`src/design/imfr_pkg.sv`:
```
// ----------------------------------------------------------------------------
// IMAP message length framer package
// Shared widths, character codes, the brace pattern type and the record that
// carries one classified byte from the front end to the back end.
// ----------------------------------------------------------------------------
`default_nettype none

package imfr_pkg;

  // Width of the internal length counters and of the reported length.
  localparam int LENGTH_BITS = 20;
  localparam int MSG_LEN_W   = 20;
  localparam int LIT_WIDE_W  = LENGTH_BITS + 4;

  localparam logic [LENGTH_BITS-1:0] LEN_MAX = '1;

  // Characters that the framer reacts to.
  localparam logic [7:0] CH_LF    = 8'h0A;
  localparam logic [7:0] CH_CR    = 8'h0D;
  localparam logic [7:0] CH_OPEN  = 8'h7B;
  localparam logic [7:0] CH_CLOSE = 8'h7D;
  localparam logic [7:0] CH_ZERO  = 8'h30;
  localparam logic [7:0] CH_NINE  = 8'h39;

  // Line length tracking saturates at the top of a 3-bit count.
  localparam int              SEG_W            = 3;
  localparam logic [SEG_W-1:0] SEG_MAX         = '1;
  localparam int              MIN_LITERAL_LINE = 5;
  // Bytes before the line feed that a literal announcement needs.
  localparam logic [SEG_W-1:0] SEG_LITERAL_MIN = SEG_W'(MIN_LITERAL_LINE - 1);

  // Progress through the '{' digits '}' CR ending of a line.
  typedef enum logic [1:0] {
    PAT_NONE     = 2'd0,
    PAT_DIGITS   = 2'd1,
    PAT_CLOSE    = 2'd2,
    PAT_CLOSE_CR = 2'd3
  } brace_pat_t;

  // One byte after classification.
  typedef struct packed {
    logic       is_lf;
    logic       is_cr;
    logic       is_open;
    logic       is_close;
    logic       is_digit;
    logic [3:0] digit;
    logic       last;
  } byte_class_t;

endpackage

`default_nettype wire

```
`src/design/imfr_in_if.sv`:
```
// ----------------------------------------------------------------------------
// IMAP framer byte channel
// Valid/ready channel that carries one buffer byte and its last-byte mark.
// ----------------------------------------------------------------------------
`default_nettype none

interface imfr_in_if;
  logic       valid;
  logic       ready;
  logic [7:0] data_byte;
  logic       last_byte;

  modport source (output valid, output data_byte, output last_byte, input ready);
  modport sink   (input valid, input data_byte, input last_byte, output ready);
endinterface

`default_nettype wire

```
`src/design/imfr_out_if.sv`:
```
// ----------------------------------------------------------------------------
// IMAP framer result channel
// Valid/ready channel that carries the found flag and the message length.
// ----------------------------------------------------------------------------
`default_nettype none

interface imfr_out_if;
  logic        valid;
  logic        ready;
  logic        found;
  logic [19:0] msg_length;

  modport source (output valid, output found, output msg_length, input ready);
  modport sink   (input valid, input found, input msg_length, output ready);
endinterface

`default_nettype wire

```
`src/design/imap_message_length_framer_core.sv`:
```
// ----------------------------------------------------------------------------
// IMAP message length framer
// Finds the length of the first complete IMAP message in a byte buffer.
// ----------------------------------------------------------------------------
// Usage:
//   in_chan carries one buffer byte per item with a mark on the final byte.
//   out_chan carries at most one item per buffer: found with the message
//   length including its CR LF, or not-found with length zero on the last
//   byte. cfg_wr_en with cfg_wr_data sets client mode, which enables literal
//   {n} detection; write it only while the block is idle.
//   Throughput is one byte per cycle while out_chan does not stall. A byte
//   waits in the two-entry front queue, then the back end's state update
//   writes its result into the output register, from which it is offered.
//   If out_chan stalls, the result waits in the output register and the
//   front queue keeps taking bytes until both of its entries are full, then
//   in_chan.ready drops.
//   Reset (synchronous, active low) empties the queue and the output
//   register, clears the buffer state and selects server mode.
// ----------------------------------------------------------------------------
`default_nettype none

module imap_message_length_framer_core (
  input  wire logic clk,
  input  wire logic rst_n,
  imfr_in_if.sink   in_chan,
  imfr_out_if.source out_chan,
  input  wire logic cfg_wr_en,
  input  wire logic cfg_wr_data
);

  logic                  client_side_r;
  logic                  q_valid;
  logic                  q_pop;
  imfr_pkg::byte_class_t q_item;

  // Mode register.
  always_ff @(posedge clk) begin
    if (!rst_n) begin
      client_side_r <= 1'b0;
    end else if (cfg_wr_en) begin
      client_side_r <= cfg_wr_data;
    end
  end

  imfr_front u_front (
    .clk     (clk),
    .rst_n   (rst_n),
    .in_chan (in_chan),
    .q_valid (q_valid),
    .q_item  (q_item),
    .q_pop   (q_pop)
  );

  imfr_back u_back (
    .clk         (clk),
    .rst_n       (rst_n),
    .client_side (client_side_r),
    .q_valid     (q_valid),
    .q_item      (q_item),
    .q_pop       (q_pop),
    .out_chan    (out_chan)
  );

`ifndef NO_ASSERTIONS
  // The back end never takes from an empty queue.
  a_pop_needs_item: assert property (@(posedge clk) disable iff (!rst_n)
    q_pop |-> q_valid)
    else $error("queue popped while empty");

  // Back pressure on the input only when the queue holds items.
  a_full_has_items: assert property (@(posedge clk) disable iff (!rst_n)
    !in_chan.ready |-> q_valid)
    else $error("input stalled with an empty queue");

  // A new result appears only after a byte left the queue.
  a_result_from_pop: assert property (@(posedge clk) disable iff (!rst_n)
    $rose(out_chan.valid) |-> $past(q_pop))
    else $error("result without a processed item");

  // A not-found result always reports length zero.
  a_notfound_zero: assert property (@(posedge clk) disable iff (!rst_n)
    (out_chan.valid && !out_chan.found) |-> (out_chan.msg_length == '0))
    else $error("not-found result with nonzero length");
`endif

endmodule

`default_nettype wire

```
`src/design/imfr_front.sv`:
```
// ----------------------------------------------------------------------------
// IMAP framer front end
// Accepts bytes, classifies them and holds them in a two-entry queue for
// the back end.
// ----------------------------------------------------------------------------
`default_nettype none

module imfr_front (
  input  wire logic                  clk,
  input  wire logic                  rst_n,
  imfr_in_if.sink                    in_chan,
  output      logic                  q_valid,
  output      imfr_pkg::byte_class_t q_item,
  input  wire logic                  q_pop
);

  imfr_pkg::byte_class_t entry_r [2];
  logic       wr_ptr_r;
  logic       rd_ptr_r;
  logic [1:0] count_r;
  logic [1:0] count_nxt;
  logic       push;
  imfr_pkg::byte_class_t cls;

  // Classify the incoming byte.
  always_comb begin
    cls.is_lf    = (in_chan.data_byte == imfr_pkg::CH_LF);
    cls.is_cr    = (in_chan.data_byte == imfr_pkg::CH_CR);
    cls.is_open  = (in_chan.data_byte == imfr_pkg::CH_OPEN);
    cls.is_close = (in_chan.data_byte == imfr_pkg::CH_CLOSE);
    cls.is_digit = (in_chan.data_byte >= imfr_pkg::CH_ZERO) &&
                   (in_chan.data_byte <= imfr_pkg::CH_NINE);
    cls.digit    = 4'(in_chan.data_byte - imfr_pkg::CH_ZERO);
    cls.last     = in_chan.last_byte;
  end

  // The queue takes an item whenever an entry is free.
  assign in_chan.ready = (count_r != 2'd2);
  assign push          = in_chan.valid && in_chan.ready;
  assign q_valid       = (count_r != 2'd0);
  assign q_item        = entry_r[rd_ptr_r];

  always_comb begin
    count_nxt = count_r;
    if (push && !q_pop) begin
      count_nxt = count_r + 2'd1;
    end else if (!push && q_pop) begin
      count_nxt = count_r - 2'd1;
    end
  end

  // Queue pointers and fill count.
  always_ff @(posedge clk) begin
    if (!rst_n) begin
      wr_ptr_r <= 1'b0;
      rd_ptr_r <= 1'b0;
      count_r  <= 2'd0;
    end else begin
      count_r <= count_nxt;
      if (push) begin
        wr_ptr_r <= !wr_ptr_r;
      end
      if (q_pop) begin
        rd_ptr_r <= !rd_ptr_r;
      end
    end
  end

  // Queue storage.
  always_ff @(posedge clk) begin
    if (push) begin
      entry_r[wr_ptr_r] <= cls;
    end
  end

endmodule

`default_nettype wire

```
`src/design/imfr_back.sv`:
```
// ----------------------------------------------------------------------------
// IMAP framer back end
// Runs the per-buffer framing state on each classified byte and holds the
// result item in an output register.
// ----------------------------------------------------------------------------
`default_nettype none

module imfr_back (
  input  wire logic                  clk,
  input  wire logic                  rst_n,
  input  wire logic                  client_side,
  input  wire logic                  q_valid,
  input  wire imfr_pkg::byte_class_t q_item,
  output      logic                  q_pop,
  imfr_out_if.source                 out_chan
);

  localparam int LB = imfr_pkg::LENGTH_BITS;
  localparam int LW = imfr_pkg::LIT_WIDE_W;

  logic                       prev_cr_r, prev_cr_nxt;
  logic [imfr_pkg::SEG_W-1:0] seg_r, seg_nxt;
  imfr_pkg::brace_pat_t       pat_r, pat_nxt;
  logic [LB-1:0]              lit_r, lit_nxt;
  logic [LB-1:0]              left_r, left_nxt;
  logic [LB-1:0]              total_r, total_nxt;
  logic                       done_r, done_nxt;

  logic                       out_valid_r;
  logic                       out_found_r;
  logic [imfr_pkg::MSG_LEN_W-1:0] out_len_r;

  logic                       emit;
  logic                       emit_found;
  logic [imfr_pkg::MSG_LEN_W-1:0] emit_len;
  logic [LW-1:0]              lit_wide;
  logic [31:0]                total_wide;

  // A byte leaves the queue when the output register is free or drains now.
  assign q_pop = q_valid && (!out_valid_r || out_chan.ready);

  // Decimal count step: lit * 10 + digit, saturated.
  assign lit_wide = (LW'(lit_r) << 3) + (LW'(lit_r) << 1) + LW'(q_item.digit);

  always_comb begin
    prev_cr_nxt = prev_cr_r;
    seg_nxt     = seg_r;
    pat_nxt     = pat_r;
    lit_nxt     = lit_r;
    left_nxt    = left_r;
    total_nxt   = total_r;
    done_nxt    = done_r;
    emit        = 1'b0;
    emit_found  = 1'b0;
    emit_len    = '0;
    total_wide  = 32'(total_r);

    if (q_pop) begin
      if (!done_r) begin
        if (total_r != imfr_pkg::LEN_MAX) begin
          total_nxt = total_r + LB'(1);
        end
        total_wide = 32'(total_nxt);

        priority if (left_r != '0) begin
          // Literal bytes are counted and not searched.
          left_nxt = left_r - LB'(1);
        end else if (q_item.is_lf) begin
          if (prev_cr_r) begin
            if (client_side && (pat_r == imfr_pkg::PAT_CLOSE_CR) &&
                (seg_r >= imfr_pkg::SEG_LITERAL_MIN)) begin
              left_nxt = lit_r;
            end else begin
              done_nxt   = 1'b1;
              emit       = 1'b1;
              emit_found = 1'b1;
              emit_len   = total_wide[imfr_pkg::MSG_LEN_W-1:0];
            end
          end
          seg_nxt = '0;
          pat_nxt = imfr_pkg::PAT_NONE;
          lit_nxt = '0;
        end else begin
          // Ordinary line byte: track the brace ending of the line.
          if (seg_r != imfr_pkg::SEG_MAX) begin
            seg_nxt = seg_r + imfr_pkg::SEG_W'(1);
          end
          priority if (q_item.is_open) begin
            pat_nxt = imfr_pkg::PAT_DIGITS;
            lit_nxt = '0;
          end else if ((pat_r == imfr_pkg::PAT_DIGITS) && q_item.is_digit) begin
            lit_nxt = (lit_wide > LW'(imfr_pkg::LEN_MAX)) ? imfr_pkg::LEN_MAX
                                                          : lit_wide[LB-1:0];
          end else if ((pat_r == imfr_pkg::PAT_DIGITS) && q_item.is_close) begin
            pat_nxt = imfr_pkg::PAT_CLOSE;
          end else if ((pat_r == imfr_pkg::PAT_CLOSE) && q_item.is_cr) begin
            pat_nxt = imfr_pkg::PAT_CLOSE_CR;
          end else begin
            pat_nxt = imfr_pkg::PAT_NONE;
          end
        end
        prev_cr_nxt = q_item.is_cr;
      end

      // The last byte reports not-found if needed and clears the buffer state.
      if (q_item.last) begin
        if (!done_nxt) begin
          emit       = 1'b1;
          emit_found = 1'b0;
          emit_len   = '0;
        end
        prev_cr_nxt = 1'b0;
        seg_nxt     = '0;
        pat_nxt     = imfr_pkg::PAT_NONE;
        lit_nxt     = '0;
        left_nxt    = '0;
        total_nxt   = '0;
        done_nxt    = 1'b0;
      end
    end
  end

  // Framing state.
  always_ff @(posedge clk) begin
    if (!rst_n) begin
      prev_cr_r <= 1'b0;
      seg_r     <= '0;
      pat_r     <= imfr_pkg::PAT_NONE;
      lit_r     <= '0;
      left_r    <= '0;
      total_r   <= '0;
      done_r    <= 1'b0;
    end else begin
      prev_cr_r <= prev_cr_nxt;
      seg_r     <= seg_nxt;
      pat_r     <= pat_nxt;
      lit_r     <= lit_nxt;
      left_r    <= left_nxt;
      total_r   <= total_nxt;
      done_r    <= done_nxt;
    end
  end

  // Output register valid flag.
  always_ff @(posedge clk) begin
    if (!rst_n) begin
      out_valid_r <= 1'b0;
    end else if (q_pop) begin
      out_valid_r <= emit;
    end else if (out_chan.ready) begin
      out_valid_r <= 1'b0;
    end
  end

  // Output register payload.
  always_ff @(posedge clk) begin
    if (q_pop && emit) begin
      out_found_r <= emit_found;
      out_len_r   <= emit_len;
    end
  end

  assign out_chan.valid      = out_valid_r;
  assign out_chan.found      = out_found_r;
  assign out_chan.msg_length = out_len_r;

endmodule

`default_nettype wire

```
`src/flat_wrapper.sv`:
```
// flat-port wrapper written by rule: the top's interface ports become plain ports
module imap_message_length_framer_core_flat 
  (clk, rst_n, cfg_wr_en, cfg_wr_data, in_chan_valid, in_chan_data_byte, in_chan_last_byte, in_chan_ready, out_chan_valid, out_chan_found, out_chan_msg_length, out_chan_ready);
  imfr_in_if in_chan_i ();
  imfr_out_if out_chan_i ();
  input  wire logic clk;
  input  wire logic rst_n;
  input  wire logic cfg_wr_en;
  input  wire logic cfg_wr_data;
  input wire logic [$bits(in_chan_i.valid)-1:0] in_chan_valid;
  input wire logic [$bits(in_chan_i.data_byte)-1:0] in_chan_data_byte;
  input wire logic [$bits(in_chan_i.last_byte)-1:0] in_chan_last_byte;
  output wire logic [$bits(in_chan_i.ready)-1:0] in_chan_ready;
  output wire logic [$bits(out_chan_i.valid)-1:0] out_chan_valid;
  output wire logic [$bits(out_chan_i.found)-1:0] out_chan_found;
  output wire logic [$bits(out_chan_i.msg_length)-1:0] out_chan_msg_length;
  input wire logic [$bits(out_chan_i.ready)-1:0] out_chan_ready;
  assign in_chan_i.valid = in_chan_valid;
  assign in_chan_i.data_byte = in_chan_data_byte;
  assign in_chan_i.last_byte = in_chan_last_byte;
  assign in_chan_ready = in_chan_i.ready;
  assign out_chan_valid = out_chan_i.valid;
  assign out_chan_found = out_chan_i.found;
  assign out_chan_msg_length = out_chan_i.msg_length;
  assign out_chan_i.ready = out_chan_ready;
  imap_message_length_framer_core u_core (.clk(clk), .rst_n(rst_n), .in_chan(in_chan_i), .out_chan(out_chan_i), .cfg_wr_en(cfg_wr_en), .cfg_wr_data(cfg_wr_data));
endmodule
```
`config.mk`:
```
export PLATFORM = sky130hd
export DESIGN_NAME = imap_message_length_framer_core_flat
export DESIGN_NICKNAME = d
export VERILOG_FILES = /design/src/design/imfr_pkg.sv /design/src/design/imfr_in_if.sv /design/src/design/imfr_out_if.sv /design/src/design/imap_message_length_framer_core.sv /design/src/design/imfr_front.sv /design/src/design/imfr_back.sv /design/src/flat_wrapper.sv
export SDC_FILE = /design/constraint.sdc
export NUM_CORES = 1
export LEC_CHECK = 0
export BUFFER_PORTS_ARGS = -buffer_cell sky130_fd_sc_hd__buf_2
export CAP_MARGIN = 20
export CORE_UTILIZATION = 45
export DETAILED_ROUTE_END_ITERATION = 10
export PLACE_DENSITY_LB_ADDON = 0.15
export SLEW_MARGIN = 20
export SYNTH_ARGS = -nofsm -noshare
export SYNTH_HDL_FRONTEND = slang
export SYNTH_SLANG_ARGS = --single-unit
```
`constraint.sdc`:
```
create_clock -name clk -period 5.95 [get_ports clk]
set_input_delay 0.595 -clock clk [delete_from_list [all_inputs] [get_ports clk]]
set_output_delay 0.595 -clock clk [all_outputs]
set_load 0.01 [all_outputs]
```
==> impl_summary.md, run 1 <==
Clock network
In this run, post-CTS repair resized a total of 0 instances. The H-tree was split into 4 levels. Clock-pin slew was measured on the worst setup and hold paths at about 50 ps.

The hold buffer count at cts is 0. Clock tree synthesis selected as its root buffer the cell clkbuf_16. Clock tree synthesis inserted a total of 17 buffers.

TritonCTS built the clock tree. The number of sinks handled by clock tree synthesis is 115. The clock passes through at most 2 buffers. In this run the post-CTS setup repair buffer count came out at 0. The later-pin clock latency in the skew report is 410 ps.

Global route
Entering global routing, the biggest net connects 57 pins. Global routing finished with a remaining overflow of 0. The via count of the first global-routing pass is about 5.4k. Across every metal layer, demand over resource in global routing totals 0.200. The global-route wire length before repair is 25500 um. The number of antenna violations at the first check in global routing is 0.

Setup path
For the worst flop-to-flop path, the logic depth is 12. The largest fanout on the critical path is 20. The endpoint required time on the critical path is 6250 ps.

The worst setup path is launched from a flop. The endpoint kind of the worst setup timing path is a flop. The setup check on the worst reg-to-reg path leaves a slack of 1720 ps. In this run the critical register-to-register path is captured at u_core.u_back.lit_r[15]. The path type of the worst setup path is reg2reg. The critical path data arrival time is 4530 ps.

Routing
The routed design has 15200 um of wire. The final antenna-violating net count is 0. The first detailed-routing pass took 7 iterations.

The routed length per placed instance is around 15 um. The number of design-rule violations left by the first detailed-router iteration is 283. The via count is 5632. The count of unresolved DRC violations after routing is 2. After detailed routing, the number of vias per cell comes to 5.60.

Logic synthesis
The post-synthesis instance area is between 6000 and 7000 um^2. The synthesized netlist cell count is between 700 and 800. The proportion of register bits with asynchronous set or reset after synthesis is 0.

In this run the mean area of a mapped cell was 8.87 um^2. During synthesis, Yosys emitted a total of 0 warnings. The flop and latch count out of synthesis is between 100 and 150.

The post-synthesis cell type count is between 60 and 70. The commonest register cell after synthesis is dfxtp_1. Synthesis produced a netlist with a net count of 844. Of the synthesized area, sequential elements account for 0.391. The number of enable-type register cells in the synthesized netlist is roughly 40.

Final layout
Summing all flip-flop and latch instances after layout gives between 2000 and 3000 um^2. From synthesis to final layout, the design area changed by 12.2%. The fraction of the core area covered by cells at the end of the flow is 0.514. Counting the fill cells in the layout gives roughly 1.4k. The fraction of final layout cells with drive strength greater than 1 is 0.120. The multi-input combinational cells in the finished layout cover a total of about 4000 um^2. The number of nets in the final layout is between 800 and 900.

The number of standard cells in the final layout excluding fillers is approximately 1k. The repair_antennas step left the layout with diodes totalling 0.

Placed design
Once placement completed, the tool counted placed cells totaling approximately 1000. The wire-length estimate of the detail-placed layout is approximately 11000 um. The count of buffers added on input and output ports is 37.

The congestion estimate from routability-driven global placement came to 0.868.

Timing
At the pin with the least slew margin, the transition time is between 900 and 1000 ps. In the final timing run, aggregate negative setup slack is 0 ps. The number of pins with negative max-slew slack in the final report is 0. Setup repair after global routing left no endpoint under its margin. The clock arrives with 6.04 ps of skew. Of the available clock period, the critical path in the final layout requires 0.711. The count of final setup violators is 0.

The remaining max-slew budget at the tightest pin is 0.366. The minimum clock period after layout is 4230 ps. The number of endpoints with negative hold slack in the final report is 0.

The highest clock rate is roughly 240 MHz.

Power and ir drop
IR analysis of the VDD net gives a maximum drop of roughly 0.25 mV. The design draws 3.61 mW. The reported leakage power is 3.15 nW.

The power per standard cell area is around 460 nW/um^2.

Hold path
The path with the worst hold slack has its endpoint at u_core.u_front.entry_r[0][0]. The launch instance of the worst min-delay path is in_chan_last_byte. The min-delay analysis places its worst path in the category in2reg. Along the worst hold path, the cell count comes to 1.

Floorplan
For this configuration, the core starts out at a cell density of 0.458. After floorplanning, the core was sized to cover roughly 15000 um^2. The number of top-level pins is 38. The chip width is 126 um. In this run the core area contains 45 standard-cell rows. The height of the die is between 100 and 150 um. The die outline area is 15900 um^2.

Run status
The final reports fail on DRC. The run finished, with violations left.

Run
Across the run, the number of max-cap violations was 0.
-- worst max-delay path by stage --
stage	to	depth (start not counted)
floorplan	u_core.u_back.lit_r[10]	14
global placement	u_core.u_back.lit_r[15]	12
detailed placement	u_core.u_back.lit_r[15]	12
CTS	u_core.u_back.lit_r[15]	12
global route	u_core.u_back.lit_r[15]	12
finish	u_core.u_back.lit_r[15]	12
-- flip-flops by register name (all words and copies together) (netlist names), named ones only --
register                           cells
u_core.u_back.out_chan.valid           1
u_core.u_back.left_r                  20
u_core.u_front.wr_ptr_r                1
u_core.u_back.done_r                   1
u_core.u_back.total_r                 20
u_core.u_back.seg_r                    3
u_core.u_back.pat_r                    2
u_core.client_side_r                   1
u_core.u_front.count_r                 2
u_core.u_back.prev_cr_r                1
u_core.u_front.rd_ptr_r                1
u_core.u_back.out_chan.msg_length     20
u_core.u_back.out_chan.found           1
u_core.u_front.entry_r                20
u_core.u_back.lit_r                   20
-- logic make-up after synthesis --
kind of cell / Yosys count / synth area share
buffers and inverters: 48 / 0.0314
flip-flops: 115 / 0.391
XOR/XNOR: 37 / 0.0467
adder cells (fa/ha/maj): 47 / 0.0870
AO/OA/AOI/OAI: 207 / 0.193
multiplexers: 14 / 0.0211
AND/OR/NAND/NOR: 314 / 0.229
-- synthesized netlist by cell type, drive strengths merged, types with 3 or more instances --
cell type  instances  area, um^2
a21boi             7        52.6
a21o               9        67.6
a21oi             58         290
a221oi             3        26.3
a22o              20         175
a22oi              9        67.6
and2              22         138
and3               7        43.8
buf                9        71.3
clkbuf            28         105
dfxtp             74        1480
edfxtp            41        1230
ha                45         563
inv               11        41.3
mux2               5        56.3
mux2i              9        90.1
nand2             86         333
nand2b            10        62.6
nand3             22         110
nand3b             6        45.0
nand4              7        43.8
nor2              64         240
nor2b             25         156
nor3              26         135
nor3b              6        45.0
nor4              14        93.8
nor4b              4        35.0
o211ai             4        30.0
o21a               4        30.0
o21ai             70         377
o21bai             4        30.0
or3                6        37.5
or4                5        41.3
xnor2             19         166
xor2              18         158
-- worst max-delay path: stages, from the launching register on --
cell	delay, ps
dfxtp_1	700
mux2_2	420
fa_1	490
fa_1	490
a211oi_1	320
o211ai_1	200
a41oi_1	330
o21ai_0	150
xor2_1	170
nor4_2	260
buf_4	270
nand3b_1	110
a22o_1	200
-- placed cells by master, fill, tap and decap left out, types with 17 or more instances in the layout --
cell type  instances
edfxtp_1          41
xnor2_1           19
ha_1              45
o21ai_0           52
nor2_1            64
a22o_1            20
nand3_1           22
dfxtp_1           74
a21oi_1           57
and2_1            22
buf_2             37
nor3_1            25
nor2b_1           25
clkbuf_16         17
xor2_1            18
nand2_1           84
-- layer usage --
metal  track usage  up-vias  wire length [um]
met5             0        -                 0
met4        0.0730        0               198
met3        0.0476       16               456
met2         0.346       82              7450
met1         0.242     2647              7120
li1              -     2887                 -
-- cell type report --
class,instances,area share
clock inverter,15,0.0182
tap,188,0.0302
clock buffer,17,0.0546
timing repair buffer,40,0.0267
multi-input combinational,619,0.517
sequential,115,0.348
inverter,11,0.00530
-- where the power goes --
group / switching (mW) / leakage [nW] / internal, mW
sequential: 0.0889 / 0.990 / 0.950
clock: 0.353 / 0.272 / 0.609
combinational: 1.05 / 1.89 / 0.559
total: 1.49 / 3.15 / 2.12
-- through the flow --
| step | hold WS [ps] | instance area [um^2] | setup slack, ps |
|---|---|---|---|
| global placement | 491 | 7210 | 1820 |
| CTS | 358 | 7780 | 1680 |
| floorplan | 465 | 6940 | 1760 |
| detailed placement | 499 | 7220 | 1700 |
| global route | 355 | 7780 | 1390 |
| finish | 375 | 7780 | 1720 |
(Power assumes the default switching activity.)
==> inputs of run 2 (changes only) <==
clock period = 3.9 ns   (was 5.95 ns; I/O delays follow)
==> run 2 against run 1 <==
The flow now finishes without violations; worst hold slack worse by 190 ps; setup slack worse by 1500 ps; sequential share of layout area down 0.44 points; die area unchanged; final cell count up 0.30%; sequential power up 51%; critical path depth unchanged; final area up 1.3%.
==> impl_summary.md, run 2 (synthesized netlist as in run 1, its figures left out) <==
Global route
The met2 global-route usage came to 0.339 (was 0.346). The via count of the first global-routing pass is 5419 (was 5385). The met1 capacity usage during global routing is 0.248 (was 0.242).

The most heavily used metal layer in global routing is met2 (unchanged). The overall track demand over capacity in global routing is 0.200 (about the same). The routing usage on met3 is 0.0412 (was 0.0476). The number of antenna violations at the first check in global routing came to 0 (unchanged).

The overall overflow remaining after global route is 0 (unchanged). The largest net degree at the start of global routing is 57 (unchanged). The global-route wire length before repair came to 25600 um (was 25500 um).

Setup path
The number of buffer and inverter stages on the critical path is 1 (unchanged). The highest-delay cell along the critical path was fa_1 (was dfxtp_1). The cell with the most instances on the worst path is fa_1 (unchanged). Cell breakdown of the critical path: mux2_2 > fa_1 > fa_1 > a211oi_2 > o211ai_1 > a32oi_1 > nand2_1 > xor2_1 > nor4_2 > buf_6 > nand3b_1 > a22o_1 (was mux2_2 > fa_1 > fa_1 > a211oi_1 > o211ai_1 > a41oi_1 > o21ai_0 > xor2_1 > nor4_2 > buf_4 > nand3b_1 > a22o_1). The cell class contributing the biggest share of worst-path delay was adder cells (was compound AO/OA/AOI/OAI gates). The delay of the slowest cell on the worst path is 510 ps (was 700 ps).

The critical path data arrival time is 3960 ps (was 4530 ps). The endpoint kind of the worst setup timing path is a flop (unchanged). The kind of start point of the critical path is a flop (unchanged).

The path type of the worst setup path is reg2reg (unchanged). The largest fanout on the critical path came to 20 (unchanged). The endpoint required time on the critical path was 4200 ps (was 6250 ps).

Timing
The highest clock rate is 273 MHz (was 236 MHz). RSZ-0062 raised after global routing: no (unchanged). The count of final setup violators is 0 (unchanged). The remaining max-slew budget at the tightest pin came to 0.365 (was 0.366). The number of pins with negative max-slew slack in the final report came to 0 (unchanged). The minimum clock period after layout was 3660 ps (was 4230 ps).

The number of endpoints with negative hold slack in the final report is 0 (unchanged). The transition at the pin with the smallest max-transition slack came to 950 ps (was 947 ps). The setup clock skew after layout was 9.85 ps (was 6.04 ps).

The setup TNS after final layout is 0 ps (unchanged). The share of the clock period used by the worst path after layout came to 0.938 (was 0.711). The setup slack of the critical path after layout is 242 ps (was 1720 ps).

Clock network
The H-tree level count is 4 (unchanged). The largest buffer count on any clock path is 2 (unchanged). The hold buffer count at cts was 0 (unchanged). The number of buffers inserted during clock tree synthesis is 17 (unchanged). The later-pin clock latency in the skew report was 410 ps (about the same).

The clock slew at the register clock pins of the worst setup and hold paths is 60 ps (was 50 ps). The TritonCTS clock tree was yes (unchanged). The number of sinks handled by clock tree synthesis is 115 (unchanged). The cell chosen for the clock root was clkbuf_16 (unchanged).

Final layout
The post-synthesis to final-layout area growth is 13.7% (was 12.2%). Top library cells by usage in the layout, fill and taps aside: 84 x nand2_1, 74 x dfxtp_1, 64 x nor2_1 (unchanged). The antenna diode count came to 0 (unchanged). The most common library cell in the layout ignoring fill and taps is nand2_1 (unchanged).

The number of nets in the final layout was 869 (was 866). The fraction of final layout cells with drive strength greater than 1 was 0.126 (was 0.120). The filler cell count in the final layout is 1372 (was 1397).

Placed design
The weighted congestion reported at the end of routability-driven placement is 0.859 (was 0.868). The worst slack at placement is 181 ps (was 1700 ps). The count of buffers from port buffering is 37 (unchanged). The half-perimeter wire length of the detailed placement result is 11000 um (was 11200 um).

Power and ir drop
The largest vdd supply drop was 0.387 mV (was 0.250 mV). The power per standard cell area is 720 nW/um^2 (was 463 nW/um^2). The reported leakage power is 3.19 nW (was 3.15 nW).

Routing
The detailed-route wire length came to 15200 um (about the same). The average vias per placed instance is 5.62 (was 5.60). The final antenna-violating net count is 0 (unchanged). The routed length per placed instance is 15.1 um (about the same).

The number of design-rule violations left by the first detailed-router iteration was 362 (was 283). The via count is 5660 (was 5632). The total iterations of the first detailed-routing run is 4 (was 7). The count of unresolved DRC violations after routing is 0 (was 2).

Floorplan
The area of the placeable core is 15100 um^2 (unchanged). The effective utilization at floorplan is 0.458 (unchanged). The chip width is 126 um (unchanged).

The height of the die was 126 um (unchanged). The number of top-level pins is 38 (unchanged). The die outline area is 15900 um^2 (unchanged).

The number of placement rows is 45 (unchanged).

Run status
Result of the run: completed (was finished with violations).

Hold path
The path class of the lowest-slack min-delay path is in2reg (unchanged). The launch instance of the worst min-delay path is in_chan_last_byte (unchanged).

Run
The number of maximum-capacitance violations is 0 (unchanged).
==> run 2: changes by cell type in the layout (fill, tap and decap cells not counted), sizes merged <==
cell      previous run  this run
clkinv               8         4
buf                 40        43
clkinvlp             4         3
inv                 12        15
bufinv               2         4
==> run 2: final timing paths <==
| path | end | slack [ps] | cells past startpoint |
|---|---|---|---|
| max | u_core.u_back.lit_r[15] | 240 | 12 |
| min | u_core.u_front.entry_r[0][0] | 180 | 1 |
| max reg2reg | u_core.u_back.lit_r[15] | 240 | 12 |
| min reg2reg | u_core.u_back.out_chan.valid | 510 | 2 |
==> run 2: cell type report <==
cell class | count | area (um^2) | share of cell area
clock buffers | 17 | 425 | 0.0540
clock inverters | 15 | 205 | 0.0260
inverters | 11 | 41.3 | 0.00524
multi-input cells | 619 | 4030 | 0.511
flip-flops and latches | 115 | 2710 | 0.344
well taps | 188 | 235 | 0.0298
repair buffers | 43 | 234 | 0.0297
==> run 2: report_power, final <==
group / switching (mW) / total, mW / internal [mW]
sequential: 0.120 / 1.57 / 1.45
combinational: 1.61 / 2.47 / 0.864
clock: 0.562 / 1.64 / 1.07
==> run 2: metrics by stage <==
step	power, mW	utilization	std cells	hold WS, ps	instance area [um^2]
floorplan	3.56	-	782	465	6950
global placement	4.01	0.478	976	491	7240
detailed placement	4.05	0.478	976	505	7240
CTS	5.72	0.520	1008	171	7880
global route	6.09	0.521	1008	164	7880
finish	5.68	0.521	1008	183	7880
==> run 2: timing repair <==
action | in CTS | in global routing
setup buffers | 0 | 0
gates resized for setup | 0 | 2
endpoints found under the setup margin | 0 | 20
==> run 2: metal layers <==
layer | share of wire | wire [um] | up-vias
met2 | 0.48 | 7290 | 97
met5 | 0 | 0 | -
met3 | 0.032 | 485 | 15
met4 | 0.014 | 216 | 0
li1 | - | - | 2899
met1 | 0.48 | 7250 | 2649
==> inputs of run 3 (changes only) <==
PLACE_DENSITY_LB_ADDON = 0.2   (was 0.15)
clock period = 3.7 ns   (was 3.9 ns; I/O delays follow)
==> run 3 against run 2 <==
Fmax up 2.3%; final area is 0.71% higher; critical path depth grew 2; clock-buffer cell count unchanged; flip-flop and latch count is the same; clock skew shrank 2.0 ps.
==> impl_summary.md, run 3 (synthesized netlist as in run 1, its figures left out) <==
Clock network
The number of buffers inserted during clock tree synthesis is 17 (unchanged). The H-tree level count is 4 (unchanged). The cell chosen for the clock root was clkbuf_16 (unchanged).

The number of sinks handled by clock tree synthesis was 115 (unchanged). The clock slew at the register clock pins of the worst setup and hold paths is 60 ps (about the same). The largest buffer count on any clock path is 2 (unchanged). The later-pin clock latency in the skew report is 420 ps (was 410 ps). The hold buffer count at cts was 0 (unchanged).

The TritonCTS clock tree is yes (unchanged).

Final layout
The antenna diode count is 0 (unchanged). Top library cells by usage in the layout, fill and taps aside: 84 x nand2_1, 73 x dfxtp_1, 64 x nor2_1 (was 84 x nand2_1, 74 x dfxtp_1, 64 x nor2_1). The fraction of the core area covered by cells at the end of the flow came to 0.524 (was 0.521).

The post-synthesis to final-layout area growth came to 14.5% (was 13.7%). The number of nets in the final layout is 877 (was 869). The fraction of final layout cells with drive strength greater than 1 came to 0.134 (was 0.126). The most common library cell in the layout ignoring fill and taps is nand2_1 (unchanged).

The number of standard cells in the final layout excluding fillers is 1016 (was 1008).

Timing
The highest clock rate is 280 MHz (was 273 MHz). The share of the clock period used by the worst path after layout came to 0.966 (was 0.938). The minimum clock period after layout came to 3570 ps (was 3660 ps). The setup clock skew after layout was 7.89 ps (was 9.85 ps). The setup TNS after final layout is 0 ps (unchanged). The transition at the pin with the smallest max-transition slack is 888 ps (was 950 ps).

The count of final setup violators is 0 (unchanged). The remaining max-slew budget at the tightest pin is 0.406 (was 0.365). The number of pins with negative max-slew slack in the final report is 0 (unchanged).

The number of endpoints with negative hold slack in the final report is 0 (unchanged). The smallest hold slack is 151 ps (was 183 ps).

Floorplan
The chip width was 126 um (unchanged). The height of the die was 126 um (unchanged). The number of top-level pins is 38 (unchanged).

The die outline area is 15900 um^2 (unchanged). The effective utilization at floorplan is 0.458 (unchanged). The area of the placeable core is 15100 um^2 (unchanged).

The number of placement rows is 45 (unchanged).

Setup path
The endpoint kind of the worst setup timing path is a flop (unchanged). The largest fanout on the critical path came to 5 (was 20). The number of buffer and inverter stages on the critical path is 2 (was 1).

The path type of the worst setup path was reg2reg (unchanged). The reg2reg setup slack is 130 ps (was 240 ps). The endpoint required time on the critical path is 4010 ps (was 4200 ps). Cell breakdown of the critical path: mux2_2 > ha_1 > ha_1 > fa_2 > a211oi_2 > o211ai_1 > buf_4 > a32oi_1 > nand2_1 > xor2_1 > nor4_4 > buf_4 > nand2_1 > a22o_1 (was mux2_2 > fa_1 > fa_1 > a211oi_2 > o211ai_1 > a32oi_1 > nand2_1 > xor2_1 > nor4_2 > buf_6 > nand3b_1 > a22o_1). The depth of the most critical reg-to-reg path came to 14 (was 12). The endpoint of the most critical register-to-register path is u_core.u_back.lit_r[17] (was u_core.u_back.lit_r[15]).

The kind of start point of the critical path was a flop (unchanged). The delay of the slowest cell on the worst path was 430 ps (was 510 ps). The critical path data arrival time is 3880 ps (was 3960 ps). The highest-delay cell along the critical path is fa_2 (was fa_1).

The cell class contributing the biggest share of worst-path delay is adder cells (unchanged).

Hold path
The path class of the lowest-slack min-delay path was in2reg (unchanged). The depth of the worst hold-timing path is 1 (unchanged). The endpoint of the worst hold-timing path is u_core.u_front.entry_r[1][0] (was u_core.u_front.entry_r[0][0]). The launch instance of the worst min-delay path is in_chan_last_byte (unchanged).

Global route
The global-route wire length before repair is 25800 um (was 25600 um). The overall track demand over capacity in global routing is 0.203 (was 0.200). The via count of the first global-routing pass was 5416 (was 5419).

The number of antenna violations at the first check in global routing came to 0 (unchanged). The overall overflow remaining after global route is 0 (unchanged). The largest net degree at the start of global routing is 57 (unchanged).

Placed design
The weighted congestion reported at the end of routability-driven placement was 0.868 (was 0.859). The half-perimeter wire length of the detailed placement result is 11100 um (was 11000 um). The number of placed cells counting well taps is 977 (was 976). The count of buffers from port buffering is 37 (unchanged).

Routing
The number of design-rule violations left by the first detailed-router iteration is 316 (was 362). The detailed-route wire length is 15500 um (was 15200 um). The total iterations of the first detailed-routing run is 4 (unchanged).

The average vias per placed instance was 5.60 (was 5.62). The final antenna-violating net count was 0 (unchanged). The via count was 5692 (was 5660). The routed length per placed instance is 15.3 um (was 15.1 um).

The count of unresolved DRC violations after routing is 0 (unchanged).

Power and ir drop
The power per standard cell area was 748 nW/um^2 (was 720 nW/um^2). The largest vdd supply drop is 0.518 mV (was 0.387 mV). The reported leakage power came to 3.22 nW (was 3.19 nW).

Run status
Result of the run: completed (unchanged).

Run
The number of maximum-capacitance violations is 0 (unchanged).
## run 3: cell count changes in the layout (fill, tap and decap cells not counted), sizes merged
cell      change
inv           -3
clkinvlp      +2
clkinv        +1
buf           +8
## run 3: stage by stage
step	setup WS (ps)	power [mW]	instance area (um^2)
after floorplan	29.1	3.76	6960
after global placement	203	4.22	7260
after detailed placement	114	4.26	7260
after CTS	103	5.98	7870
after global routing	-3.53	6.38	7940
final	125	5.94	7940
## run 3: final cells by class
cell class              count  area, um^2
inverters                  11        41.3
fillers                  1393        7210
well taps                 188         235
clock inverters            15         189
repair buffers             51         294
multi-input cells         619        4040
flip-flops and latches    115        2710
clock buffers              17         425
## run 3: worst max-delay path by stage
stage | to | slack, ps | depth (start not counted)
finish | u_core.u_back.lit_r[17] | 130 | 14
global route | u_core.u_back.lit_r[14] | -4 | 13
CTS | u_core.u_back.lit_r[15] | 100 | 12
detailed placement | u_core.u_back.lit_r[15] | 110 | 12
global placement | u_core.u_back.lit_r[15] | 200 | 12
floorplan | u_core.u_back.lit_r[11] | 30 | 14
## run 3: worst reg2reg max path, delay by kind of cell (launching register included)
family / cells / cell delay (ps)
adder cells (fa/ha/maj): 3 / 940
AO/OA/AOI/OAI: 4 / 820
flip-flops: 1 / 360
buffers and inverters: 2 / 410
XOR/XNOR: 1 / 180
multiplexers: 1 / 340
AND/OR/NAND/NOR: 3 / 410
## run 3: power by group
part / switching [mW] / leakage [nW] / internal, mW / total (mW)
Sequential: 0.124 / 0.991 / 1.53 / 1.65
Clock: 0.576 / 0.286 / 1.12 / 1.69
Combinational: 1.68 / 1.94 / 0.917 / 2.60
## run 3: timing repair
action	in CTS	in global routing
resized for setup	0	10
setup endpoints to repair	0	15
setup buffers	0	4
endpoints found under the hold margin	0	0
## run 3: routing by layer
metal,GRT usage,vias to the layer above,routed length (um)
li1,-,2925,-
met1,0.252,2659,7390
met2,0.339,91,7460
met3,0.0527,17,490
met4,0.0723,0,193
met5,0,-,0
